$ cat src/rtl/core/scam_pkg.sv
// ----------------------------------------------------------------------------
// scam_pkg
// Shared types and codes for the symbol table CAM: request and result
// encodings, the request record and the back-end state type.
// ----------------------------------------------------------------------------
package scam_pkg;

    localparam int KIND_W   = 3;
    localparam int HEAD_W   = 64;
    localparam int TAIL_W   = 8;
    localparam int ADDR_W   = 32;
    localparam int STATUS_W = 2;

    // request kind codes as they arrive on the port
    localparam logic [KIND_W-1:0] KIND_INSERT    = 3'd0;
    localparam logic [KIND_W-1:0] KIND_SEARCH    = 3'd1;
    localparam logic [KIND_W-1:0] KIND_DELETE    = 3'd2;
    localparam logic [KIND_W-1:0] KIND_MOD_LABEL = 3'd3;
    localparam logic [KIND_W-1:0] KIND_MOD_ADDR  = 3'd4;
    localparam logic [KIND_W-1:0] KIND_MOD_BOTH  = 3'd5;

    typedef enum logic [2:0] {
        OP_INSERT,
        OP_SEARCH,
        OP_DELETE,
        OP_MOD_LABEL,
        OP_MOD_ADDR,
        OP_MOD_BOTH,
        OP_IGNORE
    } op_t;

    typedef enum logic [STATUS_W-1:0] {
        ST_DONE,
        ST_DUPLICATE,
        ST_NOT_FOUND,
        ST_FULL
    } status_t;

    typedef enum logic {
        BK_IDLE,
        BK_EXEC
    } back_state_t;

    typedef struct packed {
        op_t                      op;
        logic [HEAD_W-1:0]        head;
        logic [TAIL_W-1:0]        tail;
        logic [HEAD_W-1:0]        new_head;
        logic [TAIL_W-1:0]        new_tail;
        logic signed [ADDR_W-1:0] addr;
    } req_t;

endpackage

$ cat src/rtl/core/scam_fifo.sv
// ----------------------------------------------------------------------------
// scam_fifo
// Small register queue with push/full and pop/empty sides; the head entry
// is visible on rdata while empty is low.
// ----------------------------------------------------------------------------
module scam_fifo #(
    parameter int WIDTH = 8,
    parameter int DEPTH = 2,
    localparam int PTR_W = (DEPTH > 1) ? $clog2(DEPTH) : 1,
    localparam int CNT_W = $clog2(DEPTH + 1)
) (
    input  logic             clk,
    input  logic             rst_n,
    input  logic             push,
    input  logic [WIDTH-1:0] wdata,
    output logic             full,
    input  logic             pop,
    output logic [WIDTH-1:0] rdata,
    output logic             empty
);

    logic [WIDTH-1:0] mem_reg [DEPTH];
    logic [PTR_W-1:0] wr_ptr_reg, wr_ptr_next;
    logic [PTR_W-1:0] rd_ptr_reg, rd_ptr_next;
    logic [CNT_W-1:0] cnt_reg, cnt_next;
    logic             do_push;
    logic             do_pop;

    assign full    = (cnt_reg == CNT_W'(DEPTH));
    assign empty   = (cnt_reg == '0);
    assign do_push = push && !full;
    assign do_pop  = pop && !empty;
    assign rdata   = mem_reg[rd_ptr_reg];

    always_comb
    begin
        wr_ptr_next = wr_ptr_reg;
        rd_ptr_next = rd_ptr_reg;
        cnt_next    = cnt_reg;
        if (do_push)
        begin
            wr_ptr_next = (wr_ptr_reg == PTR_W'(DEPTH - 1)) ? '0 : wr_ptr_reg + 1'b1;
        end
        if (do_pop)
        begin
            rd_ptr_next = (rd_ptr_reg == PTR_W'(DEPTH - 1)) ? '0 : rd_ptr_reg + 1'b1;
        end
        if (do_push && !do_pop)
        begin
            cnt_next = cnt_reg + 1'b1;
        end
        else if (do_pop && !do_push)
        begin
            cnt_next = cnt_reg - 1'b1;
        end
    end

    always_ff @(posedge clk or negedge rst_n)
    begin
        if (!rst_n)
        begin
            wr_ptr_reg <= '0;
            rd_ptr_reg <= '0;
            cnt_reg    <= '0;
        end
        else
        begin
            wr_ptr_reg <= wr_ptr_next;
            rd_ptr_reg <= rd_ptr_next;
            cnt_reg    <= cnt_next;
        end
    end

    always_ff @(posedge clk)
    begin
        if (do_push)
        begin
            mem_reg[wr_ptr_reg] <= wdata;
        end
    end

endmodule

$ cat src/rtl/core/scam_front.sv
// ----------------------------------------------------------------------------
// scam_front
// Request classifier: maps the kind code to an operation and trims both
// labels at their first zero character.
// ----------------------------------------------------------------------------
module scam_front
    import scam_pkg::*;
(
    input  logic [KIND_W-1:0]        kind,
    input  logic [HEAD_W-1:0]        label_head,
    input  logic [TAIL_W-1:0]        label_tail,
    input  logic [HEAD_W-1:0]        new_label_head,
    input  logic [TAIL_W-1:0]        new_label_tail,
    input  logic signed [ADDR_W-1:0] address_value,
    output req_t                     req
);

    // zero every byte from the first zero character on, tail included
    function automatic logic [HEAD_W+TAIL_W-1:0] trim_label(
        input logic [HEAD_W-1:0] head,
        input logic [TAIL_W-1:0] tail
    );
        logic              keep;
        logic [HEAD_W-1:0] head_t;
        logic [TAIL_W-1:0] tail_t;
        keep   = 1'b1;
        head_t = '0;
        for (int i = 0; i < HEAD_W / 8; i++)
        begin
            if (head[8*i +: 8] == 8'd0)
            begin
                keep = 1'b0;
            end
            head_t[8*i +: 8] = keep ? head[8*i +: 8] : 8'd0;
        end
        tail_t = keep ? tail : '0;
        return {head_t, tail_t};
    endfunction

    op_t op;

    always_comb
    begin
        unique case (kind)
            KIND_INSERT:    op = OP_INSERT;
            KIND_SEARCH:    op = OP_SEARCH;
            KIND_DELETE:    op = OP_DELETE;
            KIND_MOD_LABEL: op = OP_MOD_LABEL;
            KIND_MOD_ADDR:  op = OP_MOD_ADDR;
            KIND_MOD_BOTH:  op = OP_MOD_BOTH;
            default:        op = OP_IGNORE;
        endcase
    end

    always_comb
    begin
        req.op                     = op;
        {req.head, req.tail}       = trim_label(label_head, label_tail);
        {req.new_head, req.new_tail} = trim_label(new_label_head, new_label_tail);
        req.addr                   = address_value;
    end

endmodule

$ cat src/rtl/core/scam_back.sv
// ----------------------------------------------------------------------------
// scam_back
// Table engine: compares all live entries against the request label as it
// takes a request, then applies insert, delete-with-compaction or modify.
// ----------------------------------------------------------------------------
module scam_back
    import scam_pkg::*;
#(
    parameter int TABLE_DEPTH = 16,
    localparam int CNT_W = $clog2(TABLE_DEPTH + 1),
    localparam int LVL   = (TABLE_DEPTH > 1) ? $clog2(TABLE_DEPTH) : 1,
    localparam int RES_W = STATUS_W + 1 + CNT_W
) (
    input  logic             clk,
    input  logic             rst_n,
    input  req_t             req,
    input  logic             req_empty,
    output logic             req_pop,
    output logic [RES_W-1:0] res_data,
    output logic             res_push,
    input  logic             res_full
);

    logic [HEAD_W-1:0]        label_reg [TABLE_DEPTH];
    logic [HEAD_W-1:0]        label_next [TABLE_DEPTH];
    logic [TAIL_W-1:0]        tail_reg [TABLE_DEPTH];
    logic [TAIL_W-1:0]        tail_next [TABLE_DEPTH];
    logic signed [ADDR_W-1:0] addr_reg [TABLE_DEPTH];
    logic signed [ADDR_W-1:0] addr_next [TABLE_DEPTH];

    back_state_t              state_reg, state_next;
    logic [CNT_W-1:0]         count_reg, count_next;
    req_t                     req_reg, req_next;
    logic [TABLE_DEPTH-1:0]   match_reg, match_next;

    logic [TABLE_DEPTH-1:0]   live_mask;
    logic [TABLE_DEPTH-1:0]   match_now;
    logic [TABLE_DEPTH-1:0]   after_first;
    logic                     present;
    status_t                  res_status;
    logic                     res_found;

    always_comb
    begin
        for (int k = 0; k < TABLE_DEPTH; k++)
        begin
            live_mask[k] = (CNT_W'(k) < count_reg);
            match_now[k] = live_mask[k] && (label_reg[k] == req.head)
                           && (tail_reg[k] == req.tail);
        end
    end

    // prefix OR: every entry at or above the first match moves down on delete
    always_comb
    begin
        after_first = match_reg;
        for (int lvl = 0; lvl < LVL; lvl++)
        begin
            after_first = after_first | (after_first << (1 << lvl));
        end
    end

    assign present = |match_reg;

    always_comb
    begin
        res_status = ST_DONE;
        res_found  = present;
        case (req_reg.op)
            OP_INSERT:
            begin
                if (present)
                begin
                    res_status = ST_DUPLICATE;
                end
                else if (count_reg == CNT_W'(TABLE_DEPTH))
                begin
                    res_status = ST_FULL;
                end
            end
            OP_DELETE, OP_MOD_LABEL, OP_MOD_ADDR, OP_MOD_BOTH:
            begin
                if (!present)
                begin
                    res_status = ST_NOT_FOUND;
                end
            end
            OP_IGNORE:
            begin
                res_found = 1'b0;
            end
            default:
            begin
                res_status = ST_DONE;
            end
        endcase
    end

    always_comb
    begin
        state_next = state_reg;
        count_next = count_reg;
        req_next   = req_reg;
        match_next = match_reg;
        label_next = label_reg;
        tail_next  = tail_reg;
        addr_next  = addr_reg;
        req_pop    = 1'b0;
        res_push   = 1'b0;
        unique case (state_reg)
            BK_IDLE:
            begin
                if (!req_empty)
                begin
                    req_pop    = 1'b1;
                    req_next   = req;
                    match_next = match_now;
                    state_next = BK_EXEC;
                end
            end
            BK_EXEC:
            begin
                // hold until the result queue has room
                if (!res_full)
                begin
                    res_push   = 1'b1;
                    state_next = BK_IDLE;
                    if (res_status == ST_DONE)
                    begin
                        case (req_reg.op)
                            OP_INSERT:
                            begin
                                for (int k = 0; k < TABLE_DEPTH; k++)
                                begin
                                    if (count_reg == CNT_W'(k))
                                    begin
                                        label_next[k] = req_reg.head;
                                        tail_next[k]  = req_reg.tail;
                                        addr_next[k]  = req_reg.addr;
                                    end
                                end
                                count_next = count_reg + 1'b1;
                            end
                            OP_DELETE:
                            begin
                                for (int k = 0; k < TABLE_DEPTH - 1; k++)
                                begin
                                    if (after_first[k])
                                    begin
                                        label_next[k] = label_reg[k+1];
                                        tail_next[k]  = tail_reg[k+1];
                                        addr_next[k]  = addr_reg[k+1];
                                    end
                                end
                                count_next = count_reg - 1'b1;
                            end
                            OP_MOD_LABEL, OP_MOD_ADDR, OP_MOD_BOTH:
                            begin
                                for (int k = 0; k < TABLE_DEPTH; k++)
                                begin
                                    if (match_reg[k])
                                    begin
                                        if (req_reg.op != OP_MOD_ADDR)
                                        begin
                                            label_next[k] = req_reg.new_head;
                                            tail_next[k]  = req_reg.new_tail;
                                        end
                                        if (req_reg.op != OP_MOD_LABEL)
                                        begin
                                            addr_next[k] = req_reg.addr;
                                        end
                                    end
                                end
                            end
                            default:
                            begin
                                count_next = count_reg;
                            end
                        endcase
                    end
                end
            end
            default:
            begin
                state_next = BK_IDLE;
            end
        endcase
    end

    assign res_data = {res_status, res_found, count_next};

    always_ff @(posedge clk or negedge rst_n)
    begin
        if (!rst_n)
        begin
            state_reg <= BK_IDLE;
            count_reg <= '0;
        end
        else
        begin
            state_reg <= state_next;
            count_reg <= count_next;
        end
    end

    always_ff @(posedge clk)
    begin
        req_reg   <= req_next;
        match_reg <= match_next;
        label_reg <= label_next;
        tail_reg  <= tail_next;
        addr_reg  <= addr_next;
    end

    a_count_bound: assert property (@(posedge clk) disable iff (!rst_n)
        count_reg <= CNT_W'(TABLE_DEPTH))
        else $error("entry count above table depth");

    a_match_live: assert property (@(posedge clk) disable iff (!rst_n)
        (state_reg == BK_EXEC) |-> ((match_reg & ~live_mask) == '0))
        else $error("match on an entry beyond the fill count");

    a_delete_count: assert property (@(posedge clk) disable iff (!rst_n)
        (res_push && req_reg.op == OP_DELETE && present)
        |=> (count_reg == $past(count_reg) - 1'b1))
        else $error("delete did not drop the entry count");

    a_refused_insert: assert property (@(posedge clk) disable iff (!rst_n)
        (res_push && req_reg.op == OP_INSERT && res_status != ST_DONE)
        |=> $stable(count_reg))
        else $error("refused insert changed the entry count");

    a_one_pop: assert property (@(posedge clk) disable iff (!rst_n)
        req_pop |=> (state_reg == BK_EXEC && !req_pop))
        else $error("request taken while another is in flight");

endmodule

$ cat src/rtl/core/symbol_table_cam.sv
// ----------------------------------------------------------------------------
// symbol_table_cam
// Bounded label-to-address table kept in insertion order, with insert,
// search, delete and modify requests and one result per request.
// ----------------------------------------------------------------------------
// Each request passes the table engine in order: as it is taken, its label
// is compared against every live entry at once and the matches registered;
// then the table is written, rewritten or compacted and the result produced,
// holding while the result queue is full. One request is handled at a time.
// A two-entry request queue and a two-entry result queue let the input and
// output sides stall independently. The table is empty right after reset;
// no clearing pass is needed, since only entries below the fill count are
// ever compared. entry_count is $clog2(TABLE_DEPTH+1) bits wide.
module symbol_table_cam
    import scam_pkg::*;
#(
    parameter int TABLE_DEPTH = 16,
    localparam int CNT_W = $clog2(TABLE_DEPTH + 1)
) (
    input  logic                     clk,
    input  logic                     rst_n,
    input  logic                     push,
    output logic                     full,
    input  logic [KIND_W-1:0]        kind,
    input  logic [HEAD_W-1:0]        label_head,
    input  logic [TAIL_W-1:0]        label_tail,
    input  logic [HEAD_W-1:0]        new_label_head,
    input  logic [TAIL_W-1:0]        new_label_tail,
    input  logic signed [ADDR_W-1:0] address_value,
    output logic                     empty,
    input  logic                     pop,
    output logic [STATUS_W-1:0]      status,
    output logic                     found,
    output logic [CNT_W-1:0]         entry_count
);

    localparam int REQ_W = $bits(req_t);
    localparam int RES_W = STATUS_W + 1 + CNT_W;

    req_t             req_in;
    logic [REQ_W-1:0] req_q_data;
    logic             req_empty;
    logic             req_pop;
    logic [RES_W-1:0] res_wdata;
    logic             res_push;
    logic             res_full;
    logic [RES_W-1:0] res_rdata;

    scam_front u_front (
        .kind           (kind),
        .label_head     (label_head),
        .label_tail     (label_tail),
        .new_label_head (new_label_head),
        .new_label_tail (new_label_tail),
        .address_value  (address_value),
        .req            (req_in)
    );

    scam_fifo #(
        .WIDTH (REQ_W),
        .DEPTH (2)
    ) u_req_q (
        .clk   (clk),
        .rst_n (rst_n),
        .push  (push),
        .wdata (req_in),
        .full  (full),
        .pop   (req_pop),
        .rdata (req_q_data),
        .empty (req_empty)
    );

    scam_back #(
        .TABLE_DEPTH (TABLE_DEPTH)
    ) u_back (
        .clk       (clk),
        .rst_n     (rst_n),
        .req       (req_t'(req_q_data)),
        .req_empty (req_empty),
        .req_pop   (req_pop),
        .res_data  (res_wdata),
        .res_push  (res_push),
        .res_full  (res_full)
    );

    scam_fifo #(
        .WIDTH (RES_W),
        .DEPTH (2)
    ) u_res_q (
        .clk   (clk),
        .rst_n (rst_n),
        .push  (res_push),
        .wdata (res_wdata),
        .full  (res_full),
        .pop   (pop),
        .rdata (res_rdata),
        .empty (empty)
    );

    assign {status, found, entry_count} = res_rdata;

endmodule
$ cat config.mk
export PLATFORM = sky130hd
export DESIGN_NAME = symbol_table_cam
export DESIGN_NICKNAME = d
export VERILOG_FILES = /design/src/rtl/core/scam_pkg.sv /design/src/rtl/core/scam_fifo.sv /design/src/rtl/core/scam_front.sv /design/src/rtl/core/scam_back.sv /design/src/rtl/core/symbol_table_cam.sv
export SDC_FILE = /design/constraint.sdc
export NUM_CORES = 2
export LEC_CHECK = 0
export BUFFER_PORTS_ARGS = -buffer_cell sky130_fd_sc_hd__buf_2
export CORE_MARGIN = 2
export CORE_UTILIZATION = 40
export CTS_CLUSTER_DIAMETER = 80
export DETAILED_ROUTE_END_ITERATION = 8
export PLACE_DENSITY_LB_ADDON = 0.12
export SYNTH_ARGS = -nofsm -noshare
export SYNTH_HDL_FRONTEND = slang
export SYNTH_SLANG_ARGS = --single-unit
$ cat constraint.sdc
create_clock -name clk -period 17 [get_ports clk]
set_input_delay 3.4 -clock clk [delete_from_list [all_inputs] [get_ports clk]]
set_output_delay 3.4 -clock clk [all_outputs]
set_load 0.01 [all_outputs]
Yosys cells after proc, flatten, opt, wreduce, memory -nomap -nowiden --
Memory sizes are Yosys's and may differ from the RTL's. Index checks and enable logic that the tools add are counted.
Cells by class: mux-type cells 162, $add $sub $neg 10, bitwise operators 7, reduce and logical (&&, ||, !) cells 94, order comparisons 16, equality and inequality tests 109
Operators by type and width (number):
- 64-bit 2-to-1 mux | 48
- 960-bit one-hot mux with 3 select lines | 1
- 64-bit equality test | 16
- 8-bit 2-to-1 mux | 66
- 120-bit one-hot mux with 3 select lines | 1
- 8-bit equality test | 16
- 8-bit logical NOT | 16
- 64-bit one-hot mux with 2 select lines | 1
- 8-bit AND reduction | 15
- 2-bit by 1-bit inequality test with 1-bit output (second input constant) | 48
- 15-bit OR | 4
- 5-bit by 4-bit equality test with 1-bit output (second input constant) | 8
- 1-bit logical AND | 40
- 4-bit by 5-bit < comparator with 1-bit output (first input constant) | 8
- 1-bit 2-to-1 mux | 30
- 5-bit by 3-bit equality test with 1-bit output (second input constant) | 4
- 3-bit by 5-bit < comparator with 1-bit output (first input constant) | 4
- 3-bit one-hot mux with 6 select lines | 1
- 8-bit one-hot mux with 2 select lines | 1
- 16-bit OR reduction | 1
- 3-bit equality test (second input constant) | 5
- 5-bit 2-to-1 mux | 3
- 2-bit 2-to-1 mux | 7
- 3-bit by 2-bit equality test with 1-bit output (second input constant) | 4
- 27 further kinds | 50
Word-level totals: input bits 183, register bits after elaboration 1329, memories kept 2, output and inout bits 10, memory bits (writable) 374, logic and storage cells 446
Memories:
- u_req_q.mem_reg | depth 2, bits a word 179, rd ports 1, clocked after memory_dff 0, wr ports 1, line scam_fifo.sv:22 | logic [WIDTH-1:0] mem_reg [DEPTH];
- u_res_q.mem_reg | depth 2, bits a word 8, rd ports 1, clocked after memory_dff 0, wr ports 1, line scam_fifo.sv:22

Longest topological paths before layout --
word-level depth 10, gate-level depth with buffers 12, mapped depth without buffers 7

Cells and area by module --
A second synthesis with hierarchy kept.
Second synthesis, totals: cell total of the unflattened synthesis 5906, area, all modules 80995.2 µm²
By module, submodules not included:
- scam_back | area each 64403.0 µm², times used 1, seq. area each 39638.0 µm², cells each 4951
- scam_fifo at u_req_q | area each 13513.0 µm², times used 1, seq. area each 10850.4 µm², cells each 576
- scam_front | area each 2304.7 µm², times used 1, seq. area each 0.0 µm², cells each 335
- scam_fifo at u_res_q | area each 774.5 µm², times used 1, seq. area each 580.6 µm², cells each 44

Worst setup path after synthesis --
Ideal clock, no wire load.
path kind input to register, start point input push, end point memory u_req_q.mem_reg[0][100] (netlist name), enable pin, setup time 655 ps, slack 6753 ps, buffers on the path 0, data arrival time 9592 ps, required time 16345 ps, stages 2, path through nand2_1 -> nor2_1
On the way: longest elaborated chain between the ends 3
Ends and longest elaborated chain:
- from (decl) | line symbol_table_cam.sv:22 | input logic push,
- 1-bit logical AND | line scam_fifo.sv:31 | assign do_push = push && !full;
- 1-bit 2-to-1 mux | line scam_fifo.sv:76 | if (do_push)
- 1-bit 2-to-1 mux (implied by the code) | line scam_fifo.sv:78 | mem_reg[wr_ptr_reg] <= wdata;
- to (decl) | line scam_fifo.sv:22
No other way between the ends.

Final worst setup path --
start point register u_req_q.rd_ptr_reg, end point register u_back.match_reg[15], data pin
On the way: longest elaborated chain between the ends 4, elaborated cells on any way between the ends 5, classes of those cells eq/ne: 2; reduce/logical: 2; memory: 1
Ends and longest elaborated chain:
- from (decl) | line scam_fifo.sv:24 | logic [PTR_W-1:0] rd_ptr_reg, rd_ptr_next;
- from (signal assigned) | line scam_fifo.sv:69 | rd_ptr_reg <= rd_ptr_next;
- memory 2 x 179 bit *
- 64-bit equality test | line scam_back.sv:48 | match_now[k] = live_mask[k] && (label_reg[k] == req.head)
- 1-bit logical AND | line scam_back.sv:48
- 1-bit logical AND * | line scam_back.sv:49 | && (tail_reg[k] == req.tail);
- named net u_back.match_now[15] | line scam_back.sv:37 | logic [TABLE_DEPTH-1:0] match_now;
- to (signal assigned) | line scam_back.sv:209 | match_reg <= match_next;
- to (decl) | line scam_back.sv:34 | logic [TABLE_DEPTH-1:0] match_reg, match_next;
The timed path passes the listed nets; every way through them passes the cells marked *. A chain may end at the register's enable or synchronous reset.

==> metrics.txt <==
status finished with violations; failing checks max-capacitance violations; post-cts resize count 0; first-pass GRT wire length 402500 µm; largest net degree at the start of global routing 183; FF+latch count, synth 1639; CP dominant cell by count buf_4; Setup crit end u_back.match_reg[15]; Clock Latency Late Sink 850 ps; synthesized area per cell 13.68 µm²; Net Count, Synth 5837; First-pass DRT Iterations 6; share of the synthesized area in the top cell type 63.17%; layout cells sized above 1 12.83%; adder-cell share of the synthesized area 0.1134%; Yosys top cell by area edfxtp_1; DRC viols 0; total grt overflow 0; H-tree Lvls 4; CP Max Fanout 75; Min-Delay Path Class reg -> reg; hold-fix buffer count after cts 0; Max Slew Vio Count 0; root buffer cell clkbuf_16; Crit path max-delay family simple AND/OR/NAND/NOR gates; PortBufs 160; die span in x 443.5 µm; Netlist cell types 54; RSZ-0062 raised after global routing no; vias 47600; Largest register FFs 1024; # rows 161; setup TNS 0 ps; Setup crit start u_req_q.rd_ptr_reg; post-synthesis simple-gate area fraction 7.106%; Num CTS Buffers 186; Routed Antenna Nets 0; CP peak stage delay 870 ps; relative slew slack 2.201%; Slowest-stage cell, CP nor4_1; reg2reg start u_req_q.rd_ptr_reg; final wirelength 295600 µm; FF-to-FF path depth 10; Max Freq 152.8 MHz; RePlAce Congestion 1.048; clock skew 24.66 ps; initial antenna violation count 6; main area contributors after synthesis edfxtp_1, a21o_1, xor2_1; multiplexer share of the synthesized area 2.854%; Detailed Route Iter0 Violations 4688; Synth Cell Area 0.07725 mm²; main combinational cell family by area after synthesis compound AO/OA/AOI/OAI gates; WP data required 17710 ps; postcts setup bufs 0; P&R area growth vs syn 12.80%; clk buf depth 3; DR vias/cell 5.625; post-synthesis cell count 5647; cell count along the critical path 10; compound-gate portion of the synthesized area 12.42%; GRT Total Usage 29.85%; final setup vio count 0; R2R Setup Slk 10450 ps; CP cell instances buf_12 -> buf_4 -> mux2i_4 -> buf_4 -> xor2_1 -> nand4_1 -> nor4_1 -> nand3_1 -> nor4_1 -> buf_4; min Tclk post-route 6546 ps; I/O Pins 193; Hold Vio Cnt, Final 0; crit path launch type flop; reg2reg end u_back.match_reg[15]; core area 0.1922 mm²; fill cell count 17430; xor and xnor area share after synthesis 11.37%; detailed placement HPWL 223000 µm; WS Path Type reg -> reg; final worst-path cycle share 38.50%; Worst Max-Slew Pin Slew 1458 ps; Bufs and invs on worst path 4; WP data arrival 7260 ps; clock sinks 1639; Syn. warnings 0; vias in the first global route 48240; die area 0.1966 mm²; CTS tree yes; WL/cell 34.94 µm; nets@finish 5974; Seq/Total Area, Yosys 63.62%; max cap viols 1; CP endpoint kind flop; Worst-path clk slew 60 ps; chip height 443.5 µm; Starting Density 40.20%
## worst min-delay path by stage
stage	end	cells past startpoint	slack [ps]	start
global route	u_back.req_reg[88]	1	560	u_req_q.mem_reg[0][88]
finish	u_req_q.cnt_reg[1]	1	530	u_req_q.cnt_reg[1]
CTS	u_back.tail_reg[2]	2	520	u_back.req_reg[34]
floorplan	u_req_q.wr_ptr_reg	1	460	u_req_q.wr_ptr_reg
global placement	u_req_q.cnt_reg[1]	1	500	u_req_q.cnt_reg[1]
detailed placement	u_req_q.cnt_reg[1]	1	520	u_req_q.cnt_reg[1]
## synth_stat cells (all sizes together)
library cell  count
a2111oi           6
edfxtp         1625
nand3            19
nor4            175
inv              83
or3b              1
buf             110
a21boi            3
a221oi           30
nand3b            1
a211oi           18
and2            114
xor2            627
or4               4
nand2           432
nor3             34
a21o           1080
a21oi            29
nand2b            1
a22o              5
o2111ai           1
o21ai            37
a22oi            12
nor3b             3
or3               8
o221ai            6
clkbuf          262
o211ai            4
nor2             76
and3             18
nor4b             2
o21ba             1
xnor2           376
ha                7
dfrtp            14
o32ai             1
mux2i            75
nand4           193
o22ai            46
or2               6
mux2             83
and4              1
a31oi            10
a2bb2oi           1
a221o             7
## cell usage in the layout, fill, tap and decap left out, types with 8 or more instances in the layout
cell	Yosys	routed
a211oi_1	18	18
a21o_1	1080	1080
a21oi_1	29	27
a221oi_1	30	30
a22oi_1	12	12
a31oi_1	10	10
and2_1	113	113
and3_1	18	17
buf_2	75	160
buf_4	19	158
bufinv_16	0	9
clkbuf_1	262	45
clkbuf_16	0	188
clkinv_1	0	50
clkinv_2	0	26
dfrtp_1	14	13
edfxtp_1	1625	1625
inv_1	83	82
mux2_2	83	83
mux2i_4	40	72
nand2_1	432	426
nand3_1	19	19
nand4_1	193	193
nor2_1	76	72
nor3_1	34	23
nor3_2	0	11
nor4_1	175	170
o21ai_0	37	37
o22ai_1	46	46
or3_1	8	8
xnor2_1	376	375
xor2_1	627	627
## layout make-up
| cell class | instances | area, µm² | share of cell area (%) |
|---|---|---|---|
| clock buffer | 238 | 4942 | 5.672 |
| tap | 2526 | 3161 | 3.627 |
| clock inverter | 99 | 792.0 | 0.9089 |
| timing repair buffer | 321 | 2047 | 2.349 |
| multi-input combinational | 3553 | 26720 | 30.67 |
| antenna | 2 | 5.005 | 0.005744 |
| sequential | 1639 | 49150 | 56.41 |
| inverter | 83 | 316.6 | 0.3633 |
## layer usage
layer  global-route usage (%)  up-vias  wire [µm]
met2                    48.98     1799     141000
met5                        0        -          0
met3                    3.237      542      12120
met4                    23.92        0      27700
met1                    35.81    24070     114800
li1                         -    21190          -
## worst reg2reg max path, delay by kind of cell (launching register included)
family / cells / cell delay (ps)
flops: 1 / 850
xor+xnor: 1 / 460
mux: 1 / 360
buf+inv: 4 / 2200
simple gates: 4 / 2550
## cell families after synthesis
family                   Yosys count
AO/OA/AOI/OAI                   1297
XOR/XNOR                        1003
adder cells (fa/ha/maj)            7
buffers and inverters            455
flip-flops                      1639
multiplexers                     158
AND/OR/NAND/NOR                 1088
## metrics by stage
stage / area, µm² / hold slack [ps] / setup WS [ps] / util (%) / instances
after global placement: 81400 / 503.2 / 10410 / 42.36 / 8122
after CTS: 87130 / 522.6 / 10350 / 45.34 / 8459
after global routing: 87130 / 556.5 / 10470 / 45.34 / 8459
after floorplan: 77250 / 460.8 / 6753 / - / 5647
after detailed placement: 81400 / 516.2 / 10360 / 42.36 / 8122
final: 87140 / 525.2 / 10450 / 45.34 / 8461
Power is not shown: default switching activity piles up to over one toggle a cycle in this logic, so the estimate is an artifact.
